$ cat src/hdl/bde_pkg.sv
// Shared types and codes for the bounded deque engine.
`timescale 1ns / 1ps
package bde_pkg;

    localparam int VALUE_W = 32;

    // request codes
    localparam logic [2:0] REQ_PUSH_FRONT = 3'd0;
    localparam logic [2:0] REQ_PUSH_BACK  = 3'd1;
    localparam logic [2:0] REQ_POP_FRONT  = 3'd2;
    localparam logic [2:0] REQ_POP_BACK   = 3'd3;
    localparam logic [2:0] REQ_LIST       = 3'd4;

    // result status codes
    localparam logic [1:0] STAT_OK    = 2'd0;
    localparam logic [1:0] STAT_EMPTY = 2'd1;
    localparam logic [1:0] STAT_FULL  = 2'd2;

    typedef enum logic [1:0] {
        OP_PUSH,
        OP_POP,
        OP_LIST
    } op_kind_t;

    typedef struct packed {
        op_kind_t                   kind;
        logic                       at_back;
        logic signed [VALUE_W-1:0]  value;
    } cmd_t;

endpackage

$ cat src/hdl/bde_ram.sv
// Generic single-write, single-read RAM with registered read data.
`timescale 1ns / 1ps
module bde_ram #(
    parameter int WIDTH = 32,
    parameter int DEPTH = 16,
    parameter int AW    = (DEPTH > 1) ? $clog2(DEPTH) : 1
) (
    input  logic             clk,
    input  logic             we,
    input  logic [AW-1:0]    waddr,
    input  logic [WIDTH-1:0] wdata,
    input  logic [AW-1:0]    raddr,
    output logic [WIDTH-1:0] rdata
);

    logic [WIDTH-1:0] mem [DEPTH];

    always_ff @(posedge clk)
    begin
        if (we)
        begin
            mem[waddr] <= wdata;
        end
        rdata <= mem[raddr];
    end

endmodule

$ cat src/hdl/bde_front.sv
// Front end: takes requests and classifies them into deque commands.
`timescale 1ns / 1ps
module bde_front (
    input  logic                               start,
    input  logic                               busy,
    input  logic [2:0]                         req_type,
    input  logic signed [bde_pkg::VALUE_W-1:0] value,
    output logic                               push,
    output bde_pkg::cmd_t                      cmd
);
    import bde_pkg::*;

    logic known;

    always_comb
    begin
        known       = 1'b1;
        cmd.value   = value;
        cmd.kind    = OP_PUSH;
        cmd.at_back = 1'b0;
        unique case (req_type)
            REQ_PUSH_FRONT:
            begin
                cmd.kind = OP_PUSH;
            end
            REQ_PUSH_BACK:
            begin
                cmd.kind    = OP_PUSH;
                cmd.at_back = 1'b1;
            end
            REQ_POP_FRONT:
            begin
                cmd.kind = OP_POP;
            end
            REQ_POP_BACK:
            begin
                cmd.kind    = OP_POP;
                cmd.at_back = 1'b1;
            end
            REQ_LIST:
            begin
                cmd.kind = OP_LIST;
            end
            default:
            begin
                // unused codes are dropped without a result
                known = 1'b0;
            end
        endcase
    end

    assign push = start && !busy && known;

endmodule

$ cat src/hdl/bde_cmd_fifo.sv
// Two-entry command queue between front end and back end.
`timescale 1ns / 1ps
module bde_cmd_fifo (
    input  logic          clk,
    input  logic          rst_n,
    input  logic          push,
    input  bde_pkg::cmd_t push_cmd,
    input  logic          pop,
    output bde_pkg::cmd_t head,
    output logic          empty,
    output logic          full
);
    import bde_pkg::*;

    cmd_t       slot_reg [2];
    logic       wr_ptr_reg;
    logic       wr_ptr_next;
    logic       rd_ptr_reg;
    logic       rd_ptr_next;
    logic [1:0] count_reg;
    logic [1:0] count_next;
    logic       do_push;
    logic       do_pop;

    assign empty   = (count_reg == 2'd0);
    assign full    = (count_reg == 2'd2);
    assign do_push = push && !full;
    assign do_pop  = pop && !empty;
    assign head    = slot_reg[rd_ptr_reg];

    always_comb
    begin
        wr_ptr_next = wr_ptr_reg ^ do_push;
        rd_ptr_next = rd_ptr_reg ^ do_pop;
        count_next  = count_reg;
        if (do_push && !do_pop)
        begin
            count_next = count_reg + 2'd1;
        end
        else if (do_pop && !do_push)
        begin
            count_next = count_reg - 2'd1;
        end
    end

    always_ff @(posedge clk or negedge rst_n)
    begin
        if (!rst_n)
        begin
            wr_ptr_reg <= 1'b0;
            rd_ptr_reg <= 1'b0;
            count_reg  <= 2'd0;
        end
        else
        begin
            wr_ptr_reg <= wr_ptr_next;
            rd_ptr_reg <= rd_ptr_next;
            count_reg  <= count_next;
        end
    end

    always_ff @(posedge clk)
    begin
        if (do_push)
        begin
            slot_reg[wr_ptr_reg] <= push_cmd;
        end
    end

endmodule

$ cat src/hdl/bde_back.sv
// Back end: executes deque commands against the circular store.
`timescale 1ns / 1ps
module bde_back #(
    parameter int DEPTH = 16
) (
    input  logic                               clk,
    input  logic                               rst_n,
    input  bde_pkg::cmd_t                      cmd,
    input  logic                               cmd_empty,
    output logic                               cmd_pop,
    output logic                               strobe,
    output logic [1:0]                         status,
    output logic signed [bde_pkg::VALUE_W-1:0] value_res,
    output logic                               last
);
    import bde_pkg::*;

    localparam int IW = (DEPTH > 1) ? $clog2(DEPTH) : 1;
    localparam int CW = $clog2(DEPTH + 1);
    localparam int SW = IW + 1;

    localparam logic [1:0] ST_IDLE = 2'd0;
    localparam logic [1:0] ST_POP  = 2'd1;
    localparam logic [1:0] ST_LIST = 2'd2;

    logic [1:0]          state_reg;
    logic [1:0]          state_next;
    logic [IW-1:0]       front_reg;
    logic [IW-1:0]       front_next;
    logic [CW-1:0]       occ_reg;
    logic [CW-1:0]       occ_next;
    logic [CW-1:0]       cnt_reg;
    logic [CW-1:0]       cnt_next;
    logic                strobe_reg;
    logic                strobe_next;
    logic [1:0]          status_reg;
    logic [1:0]          status_next;
    logic [VALUE_W-1:0]  value_reg;
    logic [VALUE_W-1:0]  value_next;
    logic                last_reg;
    logic                last_next;

    logic                ram_we;
    logic [IW-1:0]       ram_waddr;
    logic [IW-1:0]       ram_raddr;
    logic [VALUE_W-1:0]  ram_rdata;
    logic                q_full;
    logic                q_empty;
    logic [IW-1:0]       front_dec;
    logic                list_done;

    function automatic logic [IW-1:0] slot_add(input logic [IW-1:0] base,
                                               input logic [CW-1:0] off);
        logic [SW-1:0] s;
        begin
            s = SW'(base) + SW'(off);
            if (s >= SW'(DEPTH))
            begin
                s = s - SW'(DEPTH);
            end
            return s[IW-1:0];
        end
    endfunction

    assign q_full    = (occ_reg == CW'(DEPTH));
    assign q_empty   = (occ_reg == '0);
    assign front_dec = (front_reg == '0) ? IW'(DEPTH - 1) : front_reg - 1'b1;
    assign list_done = (cnt_reg == occ_reg);

    always_comb
    begin
        state_next  = state_reg;
        front_next  = front_reg;
        occ_next    = occ_reg;
        cnt_next    = cnt_reg;
        strobe_next = 1'b0;
        status_next = STAT_OK;
        value_next  = '0;
        last_next   = 1'b1;
        cmd_pop     = 1'b0;
        ram_we      = 1'b0;
        ram_waddr   = front_reg;
        ram_raddr   = front_reg;
        unique case (state_reg)
            ST_IDLE:
            begin
                if (!cmd_empty)
                begin
                    cmd_pop = 1'b1;
                    unique case (cmd.kind)
                        OP_PUSH:
                        begin
                            strobe_next = 1'b1;
                            if (q_full)
                            begin
                                status_next = STAT_FULL;
                            end
                            else
                            begin
                                ram_we     = 1'b1;
                                value_next = cmd.value;
                                occ_next   = occ_reg + 1'b1;
                                if (cmd.at_back)
                                begin
                                    ram_waddr = slot_add(front_reg, occ_reg);
                                end
                                else
                                begin
                                    ram_waddr  = front_dec;
                                    front_next = front_dec;
                                end
                            end
                        end
                        OP_POP:
                        begin
                            if (q_empty)
                            begin
                                strobe_next = 1'b1;
                                status_next = STAT_EMPTY;
                            end
                            else
                            begin
                                occ_next   = occ_reg - 1'b1;
                                state_next = ST_POP;
                                if (cmd.at_back)
                                begin
                                    ram_raddr = slot_add(front_reg, occ_reg - 1'b1);
                                end
                                else
                                begin
                                    front_next = slot_add(front_reg, CW'(1));
                                end
                            end
                        end
                        OP_LIST:
                        begin
                            if (q_empty)
                            begin
                                strobe_next = 1'b1;
                                status_next = STAT_EMPTY;
                            end
                            else
                            begin
                                cnt_next   = CW'(1);
                                state_next = ST_LIST;
                            end
                        end
                        default:
                        begin
                            cmd_pop = 1'b1;
                        end
                    endcase
                end
            end
            ST_POP:
            begin
                strobe_next = 1'b1;
                value_next  = ram_rdata;
                state_next  = ST_IDLE;
            end
            ST_LIST:
            begin
                // emit the entry read last cycle, fetch the next one
                strobe_next = 1'b1;
                value_next  = ram_rdata;
                last_next   = list_done;
                if (list_done)
                begin
                    state_next = ST_IDLE;
                end
                else
                begin
                    ram_raddr = slot_add(front_reg, cnt_reg);
                    cnt_next  = cnt_reg + 1'b1;
                end
            end
            default:
            begin
                state_next = ST_IDLE;
            end
        endcase
    end

    always_ff @(posedge clk or negedge rst_n)
    begin
        if (!rst_n)
        begin
            state_reg  <= ST_IDLE;
            front_reg  <= '0;
            occ_reg    <= '0;
            cnt_reg    <= '0;
            strobe_reg <= 1'b0;
        end
        else
        begin
            state_reg  <= state_next;
            front_reg  <= front_next;
            occ_reg    <= occ_next;
            cnt_reg    <= cnt_next;
            strobe_reg <= strobe_next;
        end
    end

    always_ff @(posedge clk)
    begin
        status_reg <= status_next;
        value_reg  <= value_next;
        last_reg   <= last_next;
    end

    bde_ram #(
        .WIDTH (VALUE_W),
        .DEPTH (DEPTH),
        .AW    (IW)
    ) u_store (
        .clk   (clk),
        .we    (ram_we),
        .waddr (ram_waddr),
        .wdata (cmd.value),
        .raddr (ram_raddr),
        .rdata (ram_rdata)
    );

    assign strobe    = strobe_reg;
    assign status    = status_reg;
    assign value_res = value_reg;
    assign last      = last_reg;

endmodule

$ cat src/hdl/bounded_deque_engine_core.sv
// Top level of the bounded deque engine.
//
// Requests enter on start/req_type/value and are taken at a rising edge
// where start is high and busy is low. busy rises only while the
// two-entry command queue is full. Unused request codes are dropped.
// Results leave on status/value_res/last, each valid for the one cycle
// that strobe is high; last marks the final result of a request. The
// receiver cannot stall, so results are never held back.
// Push and refused or empty requests pass from the command queue to the
// result registers when the back end is idle; a pop also passes the
// store's registered read in ST_POP. A list streams one stored entry per
// cycle from ST_LIST and holds the back end until its last entry is out.
// Pushes sustain one request per cycle while no pop or list holds the back
// end; a pop holds it while the store's registered read port returns its
// entry. Requests taken during a list wait in the queue.
// Reset empties the deque and the queue; the store is not cleared, as
// only slots written by a push are ever read.
`timescale 1ns / 1ps
module bounded_deque_engine_core #(
    parameter int DEPTH = 16
) (
    input  logic                               clk,
    input  logic                               rst_n,
    input  logic                               start,
    output logic                               busy,
    input  logic [2:0]                         req_type,
    input  logic signed [bde_pkg::VALUE_W-1:0] value,
    output logic                               strobe,
    output logic [1:0]                         status,
    output logic signed [bde_pkg::VALUE_W-1:0] value_res,
    output logic                               last
);
    import bde_pkg::*;

    cmd_t front_cmd;
    cmd_t head_cmd;
    logic front_push;
    logic q_pop;
    logic q_empty;
    logic q_full;

    assign busy = q_full;

    bde_front u_front (
        .start    (start),
        .busy     (q_full),
        .req_type (req_type),
        .value    (value),
        .push     (front_push),
        .cmd      (front_cmd)
    );

    bde_cmd_fifo u_queue (
        .clk      (clk),
        .rst_n    (rst_n),
        .push     (front_push),
        .push_cmd (front_cmd),
        .pop      (q_pop),
        .head     (head_cmd),
        .empty    (q_empty),
        .full     (q_full)
    );

    bde_back #(
        .DEPTH (DEPTH)
    ) u_back (
        .clk       (clk),
        .rst_n     (rst_n),
        .cmd       (head_cmd),
        .cmd_empty (q_empty),
        .cmd_pop   (q_pop),
        .strobe    (strobe),
        .status    (status),
        .value_res (value_res),
        .last      (last)
    );

endmodule

$ cat config.mk
export PLATFORM = sky130hd
export DESIGN_NAME = bounded_deque_engine_core
export DESIGN_NICKNAME = d
export VERILOG_FILES = /design/src/hdl/bde_pkg.sv /design/src/hdl/bde_ram.sv /design/src/hdl/bde_front.sv /design/src/hdl/bde_cmd_fifo.sv /design/src/hdl/bde_back.sv /design/src/hdl/bounded_deque_engine_core.sv
export SDC_FILE = /design/constraint.sdc
export NUM_CORES = 1
export LEC_CHECK = 0
export BUFFER_PORTS_ARGS = -buffer_cell sky130_fd_sc_hd__buf_4
export CAP_MARGIN = 20
export CORE_MARGIN = 1
export CORE_UTILIZATION = 60
export CTS_CLUSTER_DIAMETER = 30
export DETAILED_ROUTE_END_ITERATION = 6
export PLACE_DENSITY_LB_ADDON = 0.1
export REMOVE_ABC_BUFFERS = 1
export SKIP_CTS_REPAIR_TIMING = 1
export SYNTH_ARGS = -nofsm -noshare
export SYNTH_HDL_FRONTEND = slang
export SYNTH_SLANG_ARGS = --single-unit
$ cat constraint.sdc
create_clock -name clk -period 9.7 [get_ports clk]
set_clock_uncertainty 0.1 [all_clocks]
set_input_delay 1.94 -clock clk [delete_from_list [all_inputs] [get_ports clk]]
set_output_delay 1.94 -clock clk [all_outputs]
set_load 0.02 [all_outputs]
# After elaboration in Yosys (flattened, before gate mapping)

Memory sizes are Yosys's and may differ from the RTL's. A register that Yosys moved wholly into a read port is not among the register bits.
Cells that the tools add are included.

Add/sub/neg operators: 14
Mux-type cells: 61
Magnitude comparators: 4
Equality and inequality tests: 23
Bitwise operators: 4
Reductions and logical operators: 29

Operator list:

| kind                                                                | number |
|---|---|
| 32-bit 2-to-1 mux                                                   | 3 |
| 4-bit 2-to-1 mux                                                    | 19 |
| 32-bit one-hot mux with 2 select lines                              | 1 |
| 5-bit 2-to-1 mux                                                    | 6 |
| 5-bit greater-or-equal comparator (second input constant)           | 4 |
| 5-bit one-hot mux with 2 select lines                               | 2 |
| 4-bit by 1-bit subtractor with 4-bit output (second input constant) | 5 |
| 2-bit != test (second input constant)                               | 8 |
| 2-bit one-hot mux with 2 select lines                               | 4 |
| 4-bit one-hot mux with 2 select lines                               | 2 |
| 4-bit by 5-bit adder with 5-bit output                              | 3 |
| 1-bit 2-to-1 mux                                                    | 15 |
| 5-bit AND reduction                                                 | 3 |
| 2-bit 2-to-1 mux                                                    | 7 |
| 5-bit by 1-bit adder with 5-bit output (second input constant)      | 2 |
| 2-bit OR reduction                                                  | 5 |
| 3-bit != test (second input constant)                               | 3 |
| 7-bit AND reduction                                                 | 1 |
| 2-bit == test (second input constant)                               | 3 |
| 3-bit by 2-bit == test with 1-bit output (second input constant)    | 2 |
| 1-bit logical AND                                                   | 6 |
| 2-bit zero test                                                     | 3 |
| 2-bit nonzero test                                                  | 3 |
| 4-bit by 1-bit adder with 5-bit output (second input constant)      | 1 |
| 17 further kinds                                                    | 24 |

Bits in writable memories: 582
Memories kept: 2
Word-level logic and storage cells: 148
Register bits: 56
Bits of input ports: 38

Memory list:

| memory             | depth | bits a word | rd ports | clocked after memory_dff | wr ports | line               | RTL |
|---|---|---|---|---|---|---|---|
| u_back.u_store.mem | 16    | 32          | 1        | 1                        | 1        | bde_ram.sv:16      | `logic [WIDTH-1:0] mem [DEPTH];` |
| u_queue.slot_reg   | 2     | 35          | 1        | 0                        | 1        | bde_cmd_fifo.sv:15 | `cmd_t slot_reg [2];` |

# Longest topological paths before layout

Gate-level depths: netlist of the first run.

Word-level depth: 9
Mapped depth: 16

# Hierarchy

From an unflattened synthesis of the first run, not the netlist that was laid out.

Cell total of the unflattened synthesis: 1325
Area, all modules: 25966.2 um^2

Modules (own cells, without submodules):

| module       | area each (um^2) | cells each | instances |
|---|---|---|---|
| bde_ram      | 19835.3          | 838        | 1 |
| bde_back     | 2974.1           | 323        | 1 |
| bde_cmd_fifo | 2881.5           | 127        | 1 |
| bde_front    | 275.3            | 37         | 1 |

# Worst setup path after synthesis of the first run

No wires, ideal clock.

Path type: register to register
Start: register u_queue.rd_ptr_reg
End: memory u_back.u_store.mem[11][0], enable pin
Data arrival time: 3.674 ns
Setup slack: 5.505 ns
Path buffers: 3
Required time: 9.179 ns
Cell stages (with the launch flop): 11
Library setup time: 0.421 ns
Clock period less this slack: 4.195 ns
Cells stage by stage: dfrtp_1 -> buf_4 -> buf_1 -> mux2i_1 -> ha_1 -> and3_1 -> clkbuf_1 -> o21ai_0 -> a32oi_1 -> nand2b_1 -> nor2_1

Cells in the longest elaborated chain, start to end: 7

Ends and longest elaborated chain:

| element                                | line               | RTL |
|---|---|---|
| start: declaration                     | bde_cmd_fifo.sv:18 | `logic rd_ptr_reg;` |
| start signal: assignment               | bde_cmd_fifo.sv:57 | `rd_ptr_reg <= rd_ptr_next;` |
| memory read 2 x 35 bit (*)             | --                 |  |
| 2-bit zero test                        | bde_back.sv:90     | `unique case (cmd.kind)` |
| 1-bit 2-to-1 mux                       | bde_back.sv:90     |  |
| 1-bit 2-to-1 mux                       | bde_back.sv:87     | `if (!cmd_empty)` |
| 1-bit 2-to-1 mux                       | bde_back.sv:84     | `unique case (state_reg)` |
| 1-bit 2-to-1 mux                       | bde_ram.sv:20      | `if (we)` |
| 1-bit 2-to-1 mux (not written as such) | bde_ram.sv:22      | `mem[waddr] <= wdata;` |
| end: declaration                       | bde_ram.sv:16      |  |

Mark *: on every way between the ends. The rest lies on a longest branch, timed or not.

# Worst setup path after layout of the first run

Start: register u_queue.rd_ptr_reg
End: register u_back.u_store.rdata[21], read port of u_back.u_store.mem

Cells in the longest elaborated chain, start to end: 6

Ends and longest elaborated chain:

| element                                   | line            | RTL |
|---|---|---|
| memory read 2 x 35 bit (*)                | --              |  |
| 4-bit 2-to-1 mux                          | bde_back.sv:125 | `if (cmd.at_back)` |
| 4-bit 2-to-1 mux                          | bde_back.sv:116 | `if (q_empty)` |
| 4-bit 2-to-1 mux (*)                      | bde_back.sv:90  |  |
| 4-bit 2-to-1 mux (*)                      | bde_back.sv:87  |  |
| 4-bit one-hot mux with 2 select lines (*) | bde_back.sv:84  |  |
| end: declaration                          | bde_ram.sv:13   | `output logic [WIDTH-1:0] rdata` |

Marks and branches as above.
A chain may end at the register's enable or synchronous reset.

==> impl_metrics.json, run 1 <==
{
  "criticalPathCategory": "reg2reg",
  "max_slew_margin_pct": 22.8,
  "critPathMaxFanout": 47,
  "ant_nets": 0,
  "status": "finished, final reports clean",
  "antenna_cells": 0,
  "worstSetupStartpointType": "flip-flop",
  "synthArstFlopShare_pct": 3.13,
  "crit_end": "u_back.u_store.rdata[21]",
  "startpoint": "u_queue.rd_ptr_reg",
  "setup_tns_ns": 0,
  "ios": 75,
  "min_from": "u_back.u_store.rdata[28]",
  "slew_viol_final": 0,
  "rsz0062_at_grt": "false",
  "htree_levels": 3,
  "ir_drop_mv": 0.301,
  "path_clk_slew_ns": 0.05,
  "antenna_found_initial": 0,
  "finalHoldViolCount": 0,
  "ys_ff_latch": 670,
  "vias_per_cell": 6.28,
  "yosysSeqAreaShare_pct": 72.3,
  "drt_iter0_drc": 1707,
  "dp_cells": 2356,
  "cp.required_ns": 10.11,
  "r2r_slack_ns": 3.65,
  "area_growth_pct": 20.4,
  "drcViolationCount": 0,
  "cts.sinks": 670,
  "initial_utilization_pct": 61.4,
  "fin_crit_sh_pct": 62.4,
  "cts_buffer_depth": 3,
  "grt-ovfl-total": 0,
  "setup_viol": 0,
  "wire_per_inst_um": 24.4,
  "clk_latency_ns": 0.65,
  "vias": 16300,
  "drive_gt1_share_pct": 21.5,
  "ys.flop_type": "edfxtp_1",
  "die-area_sq_mm": 0.0454,
  "finalCriticalPeriod_ns": 6.05,
  "cellPowerDensity_mw_per_mm2": 395,
  "leakage_uw": 0.0113,
  "syn_area_sq_mm": 0.0267,
  "maxCapViolCount": 0,
  "postLayoutCellArea_sq_mm": 0.0322,
  "cts_tree": "yes",
  "rows": 76,
  "grt_max_degree": 84,
  "avgSynthCellArea_sq_um": 14.9,
  "yosysWarnings": 0,
  "cp_data_arrival_time_ns": 6.46,
  "tightest_slew_ns": 1.16,
  "drt-pass1-iter-count": 5,
  "die_w_um": 213,
  "r2r-start": "u_queue.rd_ptr_reg",
  "worst-r2r-cell-count": 13,
  "r2r_end": "u_back.u_store.rdata[21]",
  "final_common_cell": "edfxtp_1",
  "largest_reg_flops": 512,
  "dpl.hpwl_um": 32500,
  "synth_edf_count": 582,
  "fin_util_pct": 73.9,
  "layout.nets": 1962,
  "hold_path.class": "reg2reg",
  "worstSetupEndpointType": "flip-flop",
  "die_h_um": 213,
  "synthCells": 1790,
  "grt_usage_pct": 28.7,
  "routed_wl_um": 63200,
  "grt_pass1_wl_um": 95800,
  "globalplace.congestion": 0.840,
  "portBuffers": 74,
  "cts_root_buf": "clkbuf_16",
  "most-common-layout-cells": "582 x edfxtp_1, 140 x nand3_1, 135 x mux2i_1",
  "dpl_cell_area_sq_mm": 0.0280,
  "cts_buffers": 121,
  "fmax_ghz": 0.165,
  "finalNonFillerCells": 2589,
  "coreArea_sq_mm": 0.0436,
  "synth_cell_types": 58,
  "grt_pass1_vias": 16500
}
## where the power goes
group	switching, uW	total [uW]	internal, uW
Sequential	166	3890	3730
Combinational	3070	4650	1580
Clock	1420	4160	2750
Total	4660	12700	8050
## worst min path at each step
stage                           end  slack [ns]  cells past startpoint
3_3_place_gp   u_back.value_res[26]        0.37                      2
3_5_place_dp    u_back.value_res[4]        0.37                      2
6_report       u_back.value_res[28]        0.38                      2
5_1_grt        u_back.value_res[26]        0.40                      2
4_1_cts        u_back.value_res[28]        0.38                      2
2_1_floorplan   u_back.value_res[0]        0.36                      2
## metrics by stage
stage / power [uW] / hold WS, ns / setup WS (ns)
2_1_floorplan: 7210 / 0.356 / -0.703
3_3_place_gp: 8410 / 0.367 / 3.98
3_5_place_dp: 8510 / 0.370 / 3.76
4_1_cts: 12700 / 0.378 / 3.68
5_1_grt: 13300 / 0.396 / 3.26
6_report: 12700 / 0.379 / 3.65
## synth_stat cells, types with 3 or more instances
library cell / count / area (sq um)
mux2i_1: 135 / 1350
mux2_2: 35 / 394
fa_1: 3 / 60.1
nand4_1: 101 / 632
dfrtp_1: 21 / 526
and2_1: 4 / 25.0
nor3_1: 7 / 35.0
a22oi_1: 33 / 248
a211oi_1: 3 / 22.5
ha_1: 25 / 313
o31ai_1: 4 / 30.0
edfxtp_1: 582 / 17500
nand3_1: 140 / 701
clkbuf_1: 77 / 289
o21ai_0: 75 / 375
a32o_1: 32 / 320
xnor2_1: 13 / 114
nand2_1: 126 / 473
inv_1: 19 / 71.3
buf_1: 10 / 37.5
a22o_1: 35 / 307
xor2_1: 11 / 96.3
a211oi_2: 30 / 375
nor3b_1: 3 / 22.5
nand2b_1: 3 / 18.8
nor2b_1: 8 / 50.1
nor2_1: 65 / 244
a21oi_1: 42 / 210
and3_1: 4 / 25.0
or2_2: 3 / 18.8
buf_4: 5 / 37.5
buf_2: 35 / 175
dfxtp_1: 67 / 1340
a21o_1: 5 / 37.5
## final cells by class
| type | count | area (sq um) |
|---|---|---|
| Clock inverter | 88 | 936 |
| Tap cell | 585 | 732 |
| Fill cell | 2677 | 11400 |
| Sequential cell | 670 | 19300 |
| Multi-Input combinational cell | 972 | 7000 |
| Inverter | 19 | 71.3 |
| Clock buffer | 143 | 3220 |
| Timing Repair Buffer | 112 | 873 |
## metal layers
metal	track usage (%)	wire [um]	up-vias
li1	-	-	7201
met1	38.3	25900	8240
met2	47.0	31200	695
met3	5.62	4550	120
met4	10.5	1550	0
met5	0	0	-
## worst max-delay path: stages, from the launching register on
cell and delay, ns:
dfrtp_2 0.73, buf_4 0.44, mux2i_1 0.34, ha_1 0.56
inv_1 0.20, nor4_4 0.55, a311oi_1 0.24, nand3_4 0.55
buf_4 0.67, buf_4 0.71, mux2i_1 0.31, nand3_1 0.13
nand4_1 0.20, a211oi_2 0.04
## kinds of logic (layout without fill, tap and decap cells)
logic type,Yosys count,after routing,share of synthesized area [%]
XOR/XNOR,24,24,0.786
flip-flops,670,670,72.3
buffers and inverters,148,362,2.34
multiplexers,171,171,6.58
adder cells (fa/ha/maj),28,28,1.39
AO/OA/AOI/OAI,276,276,7.73
AND/OR/NAND/NOR,473,473,8.82
Note: power is estimated with default switching activity, not from simulation.
==> run 2: changes to the inputs <==
==> constraint.sdc (replaced) <==
create_clock -name clk -period 6.29 [get_ports clk]
set_clock_uncertainty 0.1 [all_clocks]
set_input_delay 1.258 -clock clk [delete_from_list [all_inputs] [get_ports clk]]
set_output_delay 1.258 -clock clk [all_outputs]
set_load 0.02 [all_outputs]
==> run 2 against run 1 <==
Non-clock buffer count increased by 8. Final area rose by 0.91%. Combinational power increased by 56%. First-iteration DRC count decreased by 3.3%.
==> impl_metrics.json, run 2 (synthesized netlist as in run 1, its figures left out) <==
{
  "rows": 76,
  "clk_latency_ns": 0.71,
  "globalplace.congestion": 0.827,
  "max_slew_margin_pct": 22.6,
  "cts_buffer_depth": 3,
  "slew_viol_final": 0,
  "criticalPathCategory": "reg2reg",
  "vias": 16600,
  "dpl.hpwl_um": 34400,
  "cp.required_ns": 6.73,
  "fmax_ghz": 0.190,
  "initial_utilization_pct": 61.4,
  "layout.nets": 1980,
  "cts.sinks": 670,
  "cp_data_arrival_time_ns": 5.69,
  "vias_per_cell": 6.37,
  "setup_viol": 0,
  "final_common_cell": "edfxtp_1",
  "finalNonFillerCells": 2607,
  "grt_pass1_wl_um": 99400,
  "antenna_found_initial": 0,
  "drcViolationCount": 0,
  "fin_crit_sh_pct": 83.6,
  "wire_per_inst_um": 25.3,
  "finalCriticalPeriod_ns": 5.26,
  "cellPowerDensity_mw_per_mm2": 617,
  "ant_nets": 0,
  "portBuffers": 74,
  "area_growth_pct": 21.5,
  "cts_tree": "yes",
  "fin_util_pct": 74.6,
  "drive_gt1_share_pct": 21.3,
  "status": "finished, final reports clean",
  "hold_path.class": "in2async",
  "critPathMaxFanout": 76,
  "drt-pass1-iter-count": 6,
  "dp_cells": 2366,
  "grt_usage_pct": 30.1,
  "path_clk_slew_ns": 0.05,
  "die-area_sq_mm": 0.0454,
  "ir_drop_mv": 0.454,
  "most-common-layout-cells": "582 x edfxtp_1, 140 x nand3_1, 136 x clkbuf_16",
  "grt-ovfl-total": 0,
  "largest_reg_flops": 512,
  "routed_wl_um": 65900,
  "die_h_um": 213,
  "antenna_cells": 0,
  "htree_levels": 4,
  "drt_iter0_drc": 1650,
  "grt_max_degree": 77,
  "maxCapViolCount": 0,
  "finalHoldViolCount": 0,
  "coreArea_sq_mm": 0.0436,
  "leakage_uw": 0.0115,
  "worstSetupStartpointType": "flip-flop",
  "cts_root_buf": "clkbuf_16",
  "rsz0062_at_grt": "false",
  "grt_pass1_vias": 16700,
  "cts_buffers": 131,
  "die_w_um": 213,
  "worstSetupEndpointType": "flip-flop",
  "tightest_slew_ns": 1.16,
  "ios": 75
}
-- run 2: cell count changes in the layout (fill, tap and decap cells not counted), sizes merged --
| cell | change |
|---|---|
| clkbuf | +30 |
| clkinvlp | -17 |
| buf | +8 |
| clkinv | -6 |
| inv | +6 |
| bufinv | -3 |
-- run 2: power breakdown --
group	switching (uW)	total (uW)	internal, uW
clock network	2260	6800	4540
logic	4800	7260	2460
registers	235	5990	5750
total	7290	20000	12800
-- run 2: area by class of cell --
cell class,instances,area [sq um]
clock buffers,173,3660
clock inverters,68,726
fillers,2690,11100
inverters,19,71.3
multi-input cells,972,7000
flip-flops and latches,670,19300
well taps,585,732
repair buffers,120,938
-- run 2: through the flow --
step	total power, uW	area (sq um)	setup WS (ns)	TNS [ns]	hold WS [ns]
2_1_floorplan	10800	26200	-4.11	-131.50	0.356
3_3_place_gp	13000	28000	1.28	0	0.374
3_5_place_dp	13200	28100	1.11	0	0.372
4_1_cts	20100	32500	1.03	0	0.342
5_1_grt	20900	32500	0.641	0	0.366
6_report	20000	32500	1.03	0	0.362
-- run 2: routing by layer --
| metal | wire (um) | vias up | share of wire [%] | GRT usage (%) |
|---|---|---|---|---|
| li1 | - | 7244 | - | - |
| met4 | 2000 | 0 | 3.0 | 12.9 |
| met2 | 32800 | 794 | 50 | 49.5 |
| met3 | 4580 | 149 | 6.9 | 6.15 |
| met1 | 26500 | 8409 | 40 | 38.9 |
| met5 | 0 | - | 0 | 0 |
-- run 2: path summary, 6_finish.rpt --
kind                                     startpoint                      end  slack (ns)  depth (start not counted)
setup reg to reg                 u_queue.rd_ptr_reg  u_back.u_store.rdata[1]        1.03                         14
min in group clk           u_back.u_store.rdata[17]     u_back.value_res[17]        0.37                          2
hold reg to reg            u_back.u_store.rdata[17]     u_back.value_res[17]        0.37                          2
hold / removal                                rst_n        u_back.cnt_reg[1]        0.36                          1
setup / recovery                 u_queue.rd_ptr_reg  u_back.u_store.rdata[1]        1.03                         14
max in group asynchronous                     rst_n       u_queue.rd_ptr_reg        5.46                          1
-- run 2: critical path, stage by stage (launching register included) --
cell      delay (ns)
dfrtp_2         0.37
buf_4           0.32
mux2i_1         0.18
inv_1           0.10
ha_1            0.48
inv_1           0.18
nor4_4          0.54
a311oi_1        0.25
nand3_4         0.15
buf_4           0.84
buf_4           0.86
mux2i_1         0.33
nand3_1         0.11
nand4_1         0.16
a211oi_2        0.04
